--- config.mk ---
export PLATFORM = sky130hd
export DESIGN_NAME = lru_writeback_block_cache_core_flat
export DESIGN_NICKNAME = d
export VERILOG_FILES = /design/src/sv/lwbc_pkg.sv /design/src/sv/lwbc_in_if.sv /design/src/sv/lwbc_out_if.sv /design/src/sv/lwbc_cfg_if.sv /design/src/sv/lru_writeback_block_cache_core.sv /design/src/flat_wrapper.sv
export VERILOG_INCLUDE_DIRS = /design/src /design/src/sv
export SDC_FILE = /design/constraint.sdc
export NUM_CORES = 1
export LEC_CHECK = 0
export BUFFER_PORTS_ARGS = -buffer_cell sky130_fd_sc_hd__buf_2
export CAP_MARGIN = 15
export CORE_MARGIN = 5
export CORE_UTILIZATION = 50
export DETAILED_ROUTE_END_ITERATION = 8
export PLACE_DENSITY = 0.66
export SYNTH_ARGS = -nofsm -noshare
export SYNTH_HDL_FRONTEND = slang
export SYNTH_SLANG_ARGS = --single-unit
--- constraint.sdc ---
create_clock -name clk_i -period 13.9 [get_ports clk_i]
set_input_delay 0.695 -clock clk_i [delete_from_list [all_inputs] [get_ports clk_i]]
set_output_delay 0.695 -clock clk_i [all_outputs]
set_load 0.01 [all_outputs]
--- src/sv/lru_writeback_block_cache_core_macros.svh ---
// Assertion macros for the cache core
`ifndef LRU_WRITEBACK_BLOCK_CACHE_CORE_MACROS_SVH
`define LRU_WRITEBACK_BLOCK_CACHE_CORE_MACROS_SVH

// same-cycle implication
`define LWBC_ASSERT_NOW(lbl, ante, cons, msg) \
  lbl: assert property (@(posedge clk_i) disable iff (!rst_ni) (ante) |-> (cons)) \
    else $error(msg);

// next-cycle implication
`define LWBC_ASSERT_NEXT(lbl, ante, cons, msg) \
  lbl: assert property (@(posedge clk_i) disable iff (!rst_ni) (ante) |=> (cons)) \
    else $error(msg);

`endif

--- src/sv/lwbc_pkg.sv ---
package lwbc_pkg;

  localparam int unsigned SLOTS       = 16;
  localparam int unsigned BLOCK_BYTES = 4096;
  localparam int unsigned SLOT_W      = $clog2(SLOTS);
  localparam int unsigned OFS_W       = $clog2(BLOCK_BYTES);
  localparam int unsigned OFF_W       = 40;
  localparam int unsigned TAG_W       = OFF_W - OFS_W;
  localparam int unsigned FILE_W      = 8;
  localparam int unsigned AGE_W       = 4;
  localparam int unsigned CNT_W       = 5;

  localparam logic [2:0] CMD_READ  = 3'd0;
  localparam logic [2:0] CMD_WRITE = 3'd1;
  localparam logic [2:0] CMD_FLUSH = 3'd2;
  localparam logic [2:0] CMD_CLOSE = 3'd3;
  localparam logic [2:0] CMD_TRIM  = 3'd4;

  typedef enum logic [2:0] {
    KIND_HIT  = 3'd0,
    KIND_FILL = 3'd1,
    KIND_WB   = 3'd2,
    KIND_DROP = 3'd3,
    KIND_DONE = 3'd4
  } kind_e;

  typedef enum logic [3:0] {
    ST_IDLE,
    ST_SCAN,
    ST_ACC_RES,
    ST_ACC_OLD,
    ST_EV_SCAN,
    ST_EV_EMIT,
    ST_FLUSH,
    ST_CLOSE,
    ST_DONE
  } state_e;

endpackage

--- src/sv/lwbc_in_if.sv ---
interface lwbc_in_if;
  logic                        valid;
  logic                        ready;
  logic [2:0]                  cmd;
  logic [lwbc_pkg::FILE_W-1:0] file_id;
  logic [lwbc_pkg::OFF_W-1:0]  byte_offset;
  modport source (output valid, cmd, file_id, byte_offset, input ready);
  modport sink   (input valid, cmd, file_id, byte_offset, output ready);
endinterface

--- src/sv/lwbc_out_if.sv ---
interface lwbc_out_if;
  logic                        valid;
  logic                        ready;
  logic [2:0]                  kind;
  logic [lwbc_pkg::FILE_W-1:0] out_file;
  logic [lwbc_pkg::OFF_W-1:0]  block_base;
  logic [3:0]                  slot;
  logic                        last;
  modport source (output valid, kind, out_file, block_base, slot, last, input ready);
  modport sink   (input valid, kind, out_file, block_base, slot, last, output ready);
endinterface

--- src/sv/lwbc_cfg_if.sv ---
interface lwbc_cfg_if;
  logic                       valid;
  logic                       ready;
  logic [lwbc_pkg::CNT_W-1:0] data;
  modport source (output valid, data, input ready);
  modport sink   (input valid, data, output ready);
endinterface

--- src/sv/lru_writeback_block_cache_core.sv ---
// Results: a read/write hit or fill word comes after the command is taken and all slots are
// scanned, the replaced block of a full cache after the fill, then one word per further eviction.
// Flush and close scan all slots and wait on stalls on the output; trim gives one word per eviction and a done word.
// Throughput: one command at a time, ready only when idle; a command is held longer by each
// eviction and by any stalls on the output.
// Reset: rst_ni low clears all slots, the occupancy and sets max_blocks to 16.
module lru_writeback_block_cache_core (
  input  logic     clk_i,
  input  logic     rst_ni,
  lwbc_in_if.sink  in_i,
  lwbc_cfg_if.sink cfg_i,
  lwbc_out_if.source out_o
);
  import lwbc_pkg::*;

  state_e state_q, state_d;

  logic [CNT_W-1:0]  maxb_q, occ_q, lim;
  logic [2:0]        cmd_q;
  logic [FILE_W-1:0] f_q, done_file_q;
  logic [TAG_W-1:0]  tag_q;

  logic [SLOTS-1:0]  valid_q, dirty_q;
  logic [AGE_W-1:0]  age_q  [SLOTS];
  logic [FILE_W-1:0] file_q [SLOTS];
  logic [TAG_W-1:0]  tagm_q [SLOTS];

  logic [SLOT_W-1:0] s_q, hsl_q, fsl_q, lsl_q;
  logic              hit_q, free_q, lfound_q, ldirty_q;
  logic [AGE_W-1:0]  hage_q, lage_q;
  logic [FILE_W-1:0] lfile_q;
  logic [TAG_W-1:0]  ltag_q;

  logic              ov_q, olast_q;
  logic [2:0]        okind_q;
  logic [FILE_W-1:0] ofile_q;
  logic [TAG_W-1:0]  otag_q;
  logic [SLOT_W-1:0] oslot_q;

  logic              emit, e_last, step, s_end, cur_v, cur_fm, cur_tm, occ_over;
  logic              fill_over, ev_over;
  kind_e             e_kind;
  logic [FILE_W-1:0] e_file;
  logic [TAG_W-1:0]  e_tag;
  logic [SLOT_W-1:0] e_slot;

  always_comb begin
    lim = maxb_q;
    if (maxb_q == '0) lim = CNT_W'(1);
    if (maxb_q > CNT_W'(SLOTS)) lim = CNT_W'(SLOTS);
  end

  assign s_end     = (s_q == SLOT_W'(SLOTS - 1));
  assign cur_v     = valid_q[s_q];
  assign cur_fm    = cur_v && (file_q[s_q] == f_q);
  assign cur_tm    = cur_fm && (tagm_q[s_q] == tag_q);
  assign occ_over  = occ_q > lim;
  assign fill_over = ({1'b0, occ_q} + 6'd1) > {1'b0, lim};
  assign ev_over   = ({1'b0, occ_q} - 6'd1) > {1'b0, lim};

  // result word selection
  always_comb begin
    emit   = 1'b0;
    e_kind = KIND_DONE;
    e_file = f_q;
    e_tag  = tag_q;
    e_slot = '0;
    e_last = 1'b0;
    case (state_q)
      ST_ACC_RES: begin
        emit = 1'b1;
        if (hit_q) begin
          e_kind = KIND_HIT;
          e_slot = hsl_q;
          e_last = 1'b1;
        end else if (free_q) begin
          e_kind = KIND_FILL;
          e_slot = fsl_q;
          e_last = !fill_over;
        end else begin
          e_kind = KIND_FILL;
          e_slot = lsl_q;
        end
      end
      ST_ACC_OLD, ST_EV_EMIT: begin
        emit   = 1'b1;
        e_kind = ldirty_q ? KIND_WB : KIND_DROP;
        e_file = lfile_q;
        e_tag  = ltag_q;
        e_slot = lsl_q;
        if (state_q == ST_ACC_OLD) e_last = !occ_over;
        else e_last = (cmd_q != CMD_TRIM) && !ev_over;
      end
      ST_FLUSH, ST_CLOSE: begin
        emit   = cur_fm && dirty_q[s_q];
        e_kind = KIND_WB;
        e_tag  = tagm_q[s_q];
        e_slot = s_q;
      end
      ST_DONE: begin
        emit   = 1'b1;
        e_kind = KIND_DONE;
        e_file = done_file_q;
        e_tag  = '0;
        e_last = 1'b1;
      end
      default: emit = 1'b0;
    endcase
  end

  assign step = !emit || !ov_q || out_o.ready;

  always_comb begin
    state_d = state_q;
    case (state_q)
      ST_IDLE: if (in_i.valid) begin
        case (in_i.cmd)
          CMD_READ, CMD_WRITE: state_d = ST_SCAN;
          CMD_FLUSH:           state_d = ST_FLUSH;
          CMD_CLOSE:           state_d = ST_CLOSE;
          CMD_TRIM:            state_d = occ_over ? ST_EV_SCAN : ST_DONE;
          default:             state_d = ST_DONE;
        endcase
      end
      ST_SCAN:    if (s_end) state_d = ST_ACC_RES;
      ST_ACC_RES: if (step) begin
        if (hit_q) state_d = ST_IDLE;
        else if (free_q) state_d = fill_over ? ST_EV_SCAN : ST_IDLE;
        else state_d = ST_ACC_OLD;
      end
      ST_ACC_OLD: if (step) state_d = occ_over ? ST_EV_SCAN : ST_IDLE;
      ST_EV_SCAN: if (s_end) state_d = ST_EV_EMIT;
      ST_EV_EMIT: if (step) begin
        if (ev_over) state_d = ST_EV_SCAN;
        else state_d = (cmd_q == CMD_TRIM) ? ST_DONE : ST_IDLE;
      end
      ST_FLUSH, ST_CLOSE: if (step && s_end) state_d = ST_DONE;
      ST_DONE:    if (step) state_d = ST_IDLE;
      default:    state_d = ST_IDLE;
    endcase
  end

  assign in_i.ready  = (state_q == ST_IDLE);
  assign cfg_i.ready = 1'b1;

  always_ff @(posedge clk_i or negedge rst_ni) begin
    if (!rst_ni) begin
      state_q  <= ST_IDLE;
      maxb_q   <= CNT_W'(SLOTS);
      occ_q    <= '0;
      valid_q  <= '0;
      dirty_q  <= '0;
      age_q    <= '{default: '0};
      ov_q     <= 1'b0;
      s_q      <= '0;
      hit_q    <= 1'b0;
      free_q   <= 1'b0;
      lfound_q <= 1'b0;
    end else begin
      state_q <= state_d;
      if (cfg_i.valid) maxb_q <= cfg_i.data;
      if (emit && step) ov_q <= 1'b1;
      else if (out_o.ready) ov_q <= 1'b0;

      case (state_q)
        ST_IDLE: begin
          s_q      <= '0;
          hit_q    <= 1'b0;
          free_q   <= 1'b0;
          lfound_q <= 1'b0;
        end
        ST_SCAN, ST_EV_SCAN: begin
          s_q <= s_q + SLOT_W'(1);
          if (state_q == ST_SCAN) begin
            if (cur_tm && !hit_q) hit_q <= 1'b1;
            if (!cur_v && !free_q) free_q <= 1'b1;
          end
          if (cur_v && (!lfound_q || age_q[s_q] > lage_q)) lfound_q <= 1'b1;
        end
        ST_ACC_RES: if (step) begin
          if (hit_q) begin
            for (int t = 0; t < SLOTS; t++)
              if (valid_q[t] && age_q[t] < hage_q) age_q[t] <= age_q[t] + AGE_W'(1);
            age_q[hsl_q] <= '0;
            if (cmd_q == CMD_WRITE) dirty_q[hsl_q] <= 1'b1;
          end else begin
            for (int t = 0; t < SLOTS; t++)
              if (valid_q[t]) age_q[t] <= age_q[t] + AGE_W'(1);
            if (free_q) begin
              age_q[fsl_q]   <= '0;
              valid_q[fsl_q] <= 1'b1;
              dirty_q[fsl_q] <= (cmd_q == CMD_WRITE);
              occ_q          <= occ_q + CNT_W'(1);
            end else begin
              age_q[lsl_q]   <= '0;
              dirty_q[lsl_q] <= (cmd_q == CMD_WRITE);
            end
          end
          s_q      <= '0;
          lfound_q <= 1'b0;
        end
        ST_ACC_OLD: begin
          s_q      <= '0;
          lfound_q <= 1'b0;
        end
        ST_EV_EMIT: if (step) begin
          valid_q[lsl_q] <= 1'b0;
          dirty_q[lsl_q] <= 1'b0;
          age_q[lsl_q]   <= '0;
          occ_q          <= occ_q - CNT_W'(1);
          s_q            <= '0;
          lfound_q       <= 1'b0;
        end
        ST_FLUSH: if (step) begin
          s_q <= s_q + SLOT_W'(1);
          if (cur_fm) dirty_q[s_q] <= 1'b0;
        end
        ST_CLOSE: if (step) begin
          s_q <= s_q + SLOT_W'(1);
          if (cur_fm) begin
            for (int t = 0; t < SLOTS; t++)
              if (valid_q[t] && age_q[t] > age_q[s_q]) age_q[t] <= age_q[t] - AGE_W'(1);
            valid_q[s_q] <= 1'b0;
            dirty_q[s_q] <= 1'b0;
            age_q[s_q]   <= '0;
            occ_q        <= occ_q - CNT_W'(1);
          end
        end
        default: s_q <= s_q;
      endcase
    end
  end

  // payload registers
  always_ff @(posedge clk_i) begin
    if (state_q == ST_IDLE && in_i.valid) begin
      cmd_q       <= in_i.cmd;
      f_q         <= in_i.file_id;
      tag_q       <= in_i.byte_offset[OFF_W-1:OFS_W];
      done_file_q <= (in_i.cmd == CMD_FLUSH || in_i.cmd == CMD_CLOSE) ? in_i.file_id : '0;
    end
    if (state_q == ST_SCAN) begin
      if (cur_tm && !hit_q) begin
        hsl_q  <= s_q;
        hage_q <= age_q[s_q];
      end
      if (!cur_v && !free_q) fsl_q <= s_q;
    end
    if ((state_q == ST_SCAN || state_q == ST_EV_SCAN) && cur_v
        && (!lfound_q || age_q[s_q] > lage_q)) begin
      lsl_q    <= s_q;
      lage_q   <= age_q[s_q];
      lfile_q  <= file_q[s_q];
      ltag_q   <= tagm_q[s_q];
      ldirty_q <= dirty_q[s_q];
    end
    if (state_q == ST_ACC_RES && step && !hit_q) begin
      file_q[free_q ? fsl_q : lsl_q] <= f_q;
      tagm_q[free_q ? fsl_q : lsl_q] <= tag_q;
    end
    if (emit && step) begin
      okind_q <= e_kind;
      ofile_q <= e_file;
      otag_q  <= e_tag;
      oslot_q <= e_slot;
      olast_q <= e_last;
    end
  end

  assign out_o.valid      = ov_q;
  assign out_o.kind       = okind_q;
  assign out_o.out_file   = ofile_q;
  assign out_o.block_base = {otag_q, OFS_W'(0)};
  assign out_o.slot       = 4'(oslot_q);
  assign out_o.last       = olast_q;

  `include "lru_writeback_block_cache_core_macros.svh"

  `LWBC_ASSERT_NOW(a_occ_bound, 1'b1, occ_q <= CNT_W'(SLOTS), "occupancy beyond slot count")
  `LWBC_ASSERT_NEXT(a_busy_after_take, in_i.valid && in_i.ready, !in_i.ready, "ready after take")
  `LWBC_ASSERT_NOW(a_occ_matches, state_q == ST_IDLE, $countones(valid_q) == int'(occ_q), "occupancy mismatch")

endmodule

--- src/flat_wrapper.sv ---
// flat-port wrapper written by rule: the top's interface ports become plain ports
module lru_writeback_block_cache_core_flat import lwbc_pkg::*;
  (clk_i, rst_ni, in_i_valid, in_i_cmd, in_i_file_id, in_i_byte_offset, in_i_ready, cfg_i_valid, cfg_i_data, cfg_i_ready, out_o_valid, out_o_kind, out_o_out_file, out_o_block_base, out_o_slot, out_o_last, out_o_ready);
  lwbc_in_if in_i_i ();
  lwbc_cfg_if cfg_i_i ();
  lwbc_out_if out_o_i ();
  input  logic clk_i;
  input  logic rst_ni;
  input wire logic [$bits(in_i_i.valid)-1:0] in_i_valid;
  input wire logic [$bits(in_i_i.cmd)-1:0] in_i_cmd;
  input wire logic [$bits(in_i_i.file_id)-1:0] in_i_file_id;
  input wire logic [$bits(in_i_i.byte_offset)-1:0] in_i_byte_offset;
  output wire logic [$bits(in_i_i.ready)-1:0] in_i_ready;
  input wire logic [$bits(cfg_i_i.valid)-1:0] cfg_i_valid;
  input wire logic [$bits(cfg_i_i.data)-1:0] cfg_i_data;
  output wire logic [$bits(cfg_i_i.ready)-1:0] cfg_i_ready;
  output wire logic [$bits(out_o_i.valid)-1:0] out_o_valid;
  output wire logic [$bits(out_o_i.kind)-1:0] out_o_kind;
  output wire logic [$bits(out_o_i.out_file)-1:0] out_o_out_file;
  output wire logic [$bits(out_o_i.block_base)-1:0] out_o_block_base;
  output wire logic [$bits(out_o_i.slot)-1:0] out_o_slot;
  output wire logic [$bits(out_o_i.last)-1:0] out_o_last;
  input wire logic [$bits(out_o_i.ready)-1:0] out_o_ready;
  assign in_i_i.valid = in_i_valid;
  assign in_i_i.cmd = in_i_cmd;
  assign in_i_i.file_id = in_i_file_id;
  assign in_i_i.byte_offset = in_i_byte_offset;
  assign in_i_ready = in_i_i.ready;
  assign cfg_i_i.valid = cfg_i_valid;
  assign cfg_i_i.data = cfg_i_data;
  assign cfg_i_ready = cfg_i_i.ready;
  assign out_o_valid = out_o_i.valid;
  assign out_o_kind = out_o_i.kind;
  assign out_o_out_file = out_o_i.out_file;
  assign out_o_block_base = out_o_i.block_base;
  assign out_o_slot = out_o_i.slot;
  assign out_o_last = out_o_i.last;
  assign out_o_i.ready = out_o_ready;
  lru_writeback_block_cache_core u_core (.clk_i(clk_i), .rst_ni(rst_ni), .in_i(in_i_i), .cfg_i(cfg_i_i), .out_o(out_o_i));
endmodule
Yosys cells after proc, flatten, opt, wreduce, memory -nomap -nowiden --
Memory sizes are Yosys's and may differ from the RTL's. Cells that the tools add are included.
Operators by class: add/sub/neg operators 37, $mul 0, div/mod/pow operators 0, $lt $le $gt $ge 53, eq/ne operators 38, shift-type cells 0, muxes and demuxes 293, bitwise gates (word level) 21, reduce and logical (&&, ||, !) cells 94
Operator list (number):
- $mux 4 | 214
- $mux 64 | 6
- $and 64x64->64 | 5
- $not 64->64 | 4
- $mux 16 | 13
- $pmux 64 s3 | 1
- $pmux 16 s3 | 2
- $pmux 28 s3 | 1
- $add 4x1->4 const B | 17
- $gt 4x4->1 | 17
- $and 16x16->16 | 4
- $demux 4 s4 | 4
- $lt 4x4->1 | 16
- $sub 4x1->4 const B | 16
- $logic_and 1x1->1 | 54
- $mux 5 | 8
- $ne 2x1->1 const B | 17
- $bwmux 16 | 2
- $not 16->16 | 2
- $or 16x16->16 | 2
- $pmux 4 s4 | 2
- $pmux 4 s8 | 1
- $eq 28x28->1 | 1
- $mux 1 | 21
- other kinds (48) | 106
Word-level totals: register bits 266, bits in latches 0, RAM bits 576, bits in read-only memories 0, bits of input ports 61, output and inout bits 59, word-level logic and storage cells 581, memories kept 2
Memory list:
- u_core.tagm_q | words 16, width 28, rd ports 1, clocked after memory_dff 0, write ports 1, RTL line lru_writeback_block_cache_core.sv:26 | logic [TAG_W-1:0] tagm_q [SLOTS];
- u_core.file_q | words 16, width 8, rd ports 1, clocked after memory_dff 0, write ports 1, RTL line lru_writeback_block_cache_core.sv:25 | logic [FILE_W-1:0] file_q [SLOTS];

Longest topological paths before layout --
depth in word-level cells 15, depth in mapped cells 20, depth with buffers taken out 13

Worst setup path before layout --
OpenSTA, ideal clock, no wires.
path kind reg-to-reg, start point register u_core.s_q[1], end point memory u_core.file_q[10][0] (enable), setup time 474 ps, arrival 5483 ps, required time 13426 ps, setup slack 7943 ps, stages on the path, launching flop included 15, buffers on the path 5, period minus slack after synthesis 5957 ps, cells stage by stage dfrtp_1 > buf_6 > buf_8 > buf_4 > mux4_2 > and3_1 > nor4_1 > nand3_1 > nand4_1 > or2_4 > nor4_1 > or3_1 > clkbuf_1 > buf_4 > nor3_1
On the way: longest elaborated chain between the ends 12, elaborated cells between the ends (all ways) 16, those cells by class 1 x eq/ne; 7 x mux; 7 x reduce/logical; 1 x memory
RTL lines:
- start: declaration | RTL line lru_writeback_block_cache_core.sv:28 | logic [SLOT_W-1:0] s_q, hsl_q, fsl_q, lsl_q;
- start signal: assignment | RTL line lru_writeback_block_cache_core.sv:173 | s_q <= s_q + SLOT_W'(1);
- start signal: assignment | RTL line lru_writeback_block_cache_core.sv:215 | s_q <= s_q + SLOT_W'(1);
- start signal: assignment | RTL line lru_writeback_block_cache_core.sv:219 | s_q <= s_q + SLOT_W'(1);
- $mem_v2 16x8 or $bmux 1 s4 (tied branches)
- $eq 8x8->1 or $mux 1 (tied branches) | RTL line lru_writeback_block_cache_core.sv:55, lru_writeback_block_cache_core.sv:54
- $logic_and 1x1->1 | RTL line lru_writeback_block_cache_core.sv:55 | assign cur_fm = cur_v && (file_q[s_q] == f_q);
- $logic_and 1x1->1 * | RTL line lru_writeback_block_cache_core.sv:95 | emit = cur_fm && dirty_q[s_q];
- $pmux 1 s2 * | RTL line lru_writeback_block_cache_core.sv:69 | case (state_q)
- $logic_not 1->1 * | RTL line lru_writeback_block_cache_core.sv:111 | assign step = !emit || !ov_q || out_o.ready;
- $logic_or 1x1->1 * (2 in series) | RTL line lru_writeback_block_cache_core.sv:111
- $logic_and 1x1->1 * (2 in series) | RTL line lru_writeback_block_cache_core.sv:257 | if (state_q == ST_ACC_RES && step && !hit_q) begin
- $mux 1 * | RTL line lru_writeback_block_cache_core.sv:257
- $mux 1 * | RTL line lru_writeback_block_cache_core.sv:258 | file_q[free_q ? fsl_q : lsl_q] <= f_q;
- end: declaration | RTL line lru_writeback_block_cache_core.sv:25
Every way passes the cells marked *; elsewhere a longest branch is shown, timed or not. The select of a mux whose other input is x is not followed.

Final worst setup path --
start point register u_core.s_q[1], end point memory u_core.file_q[8][1] (enable)
Same word-level chain as after synthesis.

==> impl_metrics.toml <==
[drt]
ant_nets = 0
drt-total-wl_um = 114200
drt_iter0_drc = 2822
via_per_inst = 6.518
firstDrtPassIters = 6
drc_errors = 0
wl_per_cell_um = 27.36
routed-via-count = 27210

[synthesis]
synth_cell_types = 79
synth-main-ff-cell = "edfxtp_1"
yosysTopAreaCell = "edfxtp_1"
synth.cell_area_um2 = 41450
synth_edf_count = 724
syn_inst = 2937
seq_area_frac_synth_pct = 59.57
synth_top_area_share_pct = 52.45
yosys_warnings = 0
synth.avg_cell_area_um2 = 14.11
ys_top_cells_by_area = "edfxtp_1 52%, mux4_2 10%, dfrtp_1 7.1%"
ys_ff_latch = 842
synthArstFlopShare_pct = 14.01

[flow_run]
cap_violations = 0

[outcome]
status = "finished clean"

[floorplanning]
core_um2 = 82110
fp-row-count = 105
die_h_um = 297.9
dieWidth_um = 297.9
initial_core_util_pct = 50.49
die_area_um2 = 88770
pin_count = 120

[sta]
slew_headroom_pct = 19.23
setup_violations = 0
rsz0062_at_grt = "false"
min_period_over_period_pct = 43.20
tightest_slew_ns = 1.212
hold_ws_ns = 0.2008
clock_skew_ns = 0.04090
clock.fmax_mhz = 166.5
fin_setup_tns_ns = 0
maxSlewViolCount = 0
hold_viol_final = 0
finalCriticalPeriod_ns = 6.005

[clocking]
cts.sinks = 842
cts_hold_buf = 1
cts_tree = "yes"
post_cts_buffers = 0
cts_buffer_depth = 3
ctsResizeCount = 0
cts-buffers-inserted = 89
path_clk_slew_ns = 0.06
clockRootBuffer = "clkbuf_16"
insertion_delay_ns = 0.67
cts_max_level = 3

[layout]
fin_cells = 4174
antenna_cells = 0
layout-drive-gt1-share_pct = 18.20
final_cell_mix = "724 x edfxtp_1, 195 x nand2_1, 188 x mux4_2"
layout_commonest_cell = "edfxtp_1"
area_growth_pct = 11.30
finish.net_count = 3261
design_area_um2 = 46140

[grt]
grt_pass1_vias = 27600
antenna_found_initial = 2
grt-ovfl-total = 0
grt_max_degree = 77
grt_pass1_wl_um = 171800
grt_util_all_layers_pct = 25.23

[power]
p_leak_nw = 16.51
p_switching_mw = 2.871
ir_worst_vdd_mv = 0.1674
p_sw_share_pct = 34.08
internal_power_mw = 5.554
p_seq_share_pct = 41.8
power_frac_comb_pct = 29.1
pwr-share-clk_pct = 29.1
pwr_density_cell_nw_per_um2 = 182.6

[place]
numPortBuffers = 94
place_area_um2 = 43080
gp_congestion = 0.9637
post-dp-hpwl_um = 67750
place_inst = 4006

[critical_path]
start_kind = "flip-flop"
crit_arrival_ns = 6.29
critPathRequiredTime_ns = 14.19
cp-end-kind = "flip-flop"
critical_path_class = "reg2reg"
crit_fanout = 60

[min_path]
hold_class = "in2reg"
## cells in the mapped netlist, types with 16 or more instances
cell,number
buf_2,38
nor4_1,23
inv_1,101
nor3_1,43
a21oi_1,122
nand2b_1,45
o22ai_1,24
mux2i_1,34
mux4_2,188
a22o_1,38
a21o_1,44
xnor2_1,44
clkbuf_1,79
dfrtp_1,117
o21ai_0,155
a31oi_1,44
o21a_1,44
nand2_1,196
o211ai_1,27
ha_1,171
nand3_1,45
xor2_1,20
buf_4,16
nor2_1,137
and2_1,41
mux2_2,43
nor2b_1,53
a222oi_1,22
nand4_1,27
edfxtp_1,724
a22oi_1,34
## registers in the layout, summed over array words and instances (netlist names), 5 cells and up
signal / cells
u_core.age_q: 64
u_core.dirty_q: 16
u_core.done_file_q: 8
u_core.f_q: 8
u_core.file_q: 128
u_core.lfile_q: 8
u_core.ltag_q: 28
u_core.maxb_q: 5
u_core.occ_q: 5
u_core.otag_q: 28
u_core.out_o.out_file: 8
u_core.tag_q: 28
u_core.tagm_q: 448
u_core.valid_q: 16
## final cells by class
class | count | area [µm²]
repair buffers | 141 | 828.3
clock buffers | 110 | 2349
inverters | 105 | 394.1
well taps | 1070 | 1339
multi-input cells | 1849 | 15810
flip-flops and latches | 842 | 24710
clock inverters | 57 | 704.4
fillers | 6444 | 35970
## routing by layer
layer	track usage (%)	vias up	share of wire, %	wire length, µm
met2	41.57	1376	48	55040
met1	33.94	13790	39	44900
met5	0	-	0.011	13
met4	9.635	2	4.1	4663
li1	-	11710	-	-
met3	4.354	334	8.4	9573
## power by group through the flow
stage          sequential, mW  clock [mW]  combinational (mW)
4_1_cts                  3.51        2.49                2.45
3_3_place_gp             3.53           0                2.36
5_1_grt                  3.55        2.60                2.67
2_1_floorplan            3.41           0                1.74
6_report                 3.52        2.45                2.45
3_5_place_dp             3.56           0                2.44
## worst max-delay path: stages, from the launching register on
cell and delay (ns):
dfrtp_4 0.90, buf_4 0.87, mux4_2 0.61, a22oi_1 0.22, nand3_1 0.24, xor2_1 0.22, or4_4 0.56, or2_4 0.27
nor4_1 0.26, or3_1 0.91, nor3_2 0.10, buf_4 0.41
## per-stage QoR
step | util (%) | total power, mW | setup slack (ns)
after floorplan | - | 5.145 | 7.943
after global placement | 52.46 | 5.888 | 7.970
after detailed placement | 52.46 | 5.992 | 7.910
after CTS | 56.19 | 8.451 | 7.879
after global routing | 56.19 | 8.830 | 7.650
final | 56.19 | 8.425 | 7.895
## path summary, 6_finish.rpt
kind | startpoint | endpoint | slack [ns] | depth (start not counted)
min reg2reg | u_core.maxb_q[0]$_DFFE_PN0P_ | u_core.maxb_q[0]$_DFFE_PN0P_ | 0.53 | 1
min in group asynchronous | rst_ni | u_core.lfound_q$_DFFE_PN0P_ | 0.55 | 2
max in group asynchronous | rst_ni | u_core.s_q[3]$_DFFE_PN0P_ | 11.55 | 4
min | in_i_byte_offset[22] | u_core.tag_q[10]$_DFFE_PP_ | 0.20 | 1
max | u_core.s_q[1]$_DFFE_PN0P_ | u_core.file_q[8][1]$_DFFE_PP_ | 7.90 | 11
max reg2reg | u_core.s_q[1]$_DFFE_PN0P_ | u_core.file_q[8][1]$_DFFE_PP_ | 7.90 | 11
## cells by family after synthesis
group	count (synthesis)	share of synthesized area (%)
AO/OA/AOI/OAI	667	10.87
XOR/XNOR	64	1.352
adder cells (fa/ha/maj)	172	5.210
buffers and inverters	257	2.653
flip-flops	842	59.57
multiplexers	274	12.53
other	2	0.01812
AND/OR/NAND/NOR	659	7.796
Power figures use the tool's default switching activity.
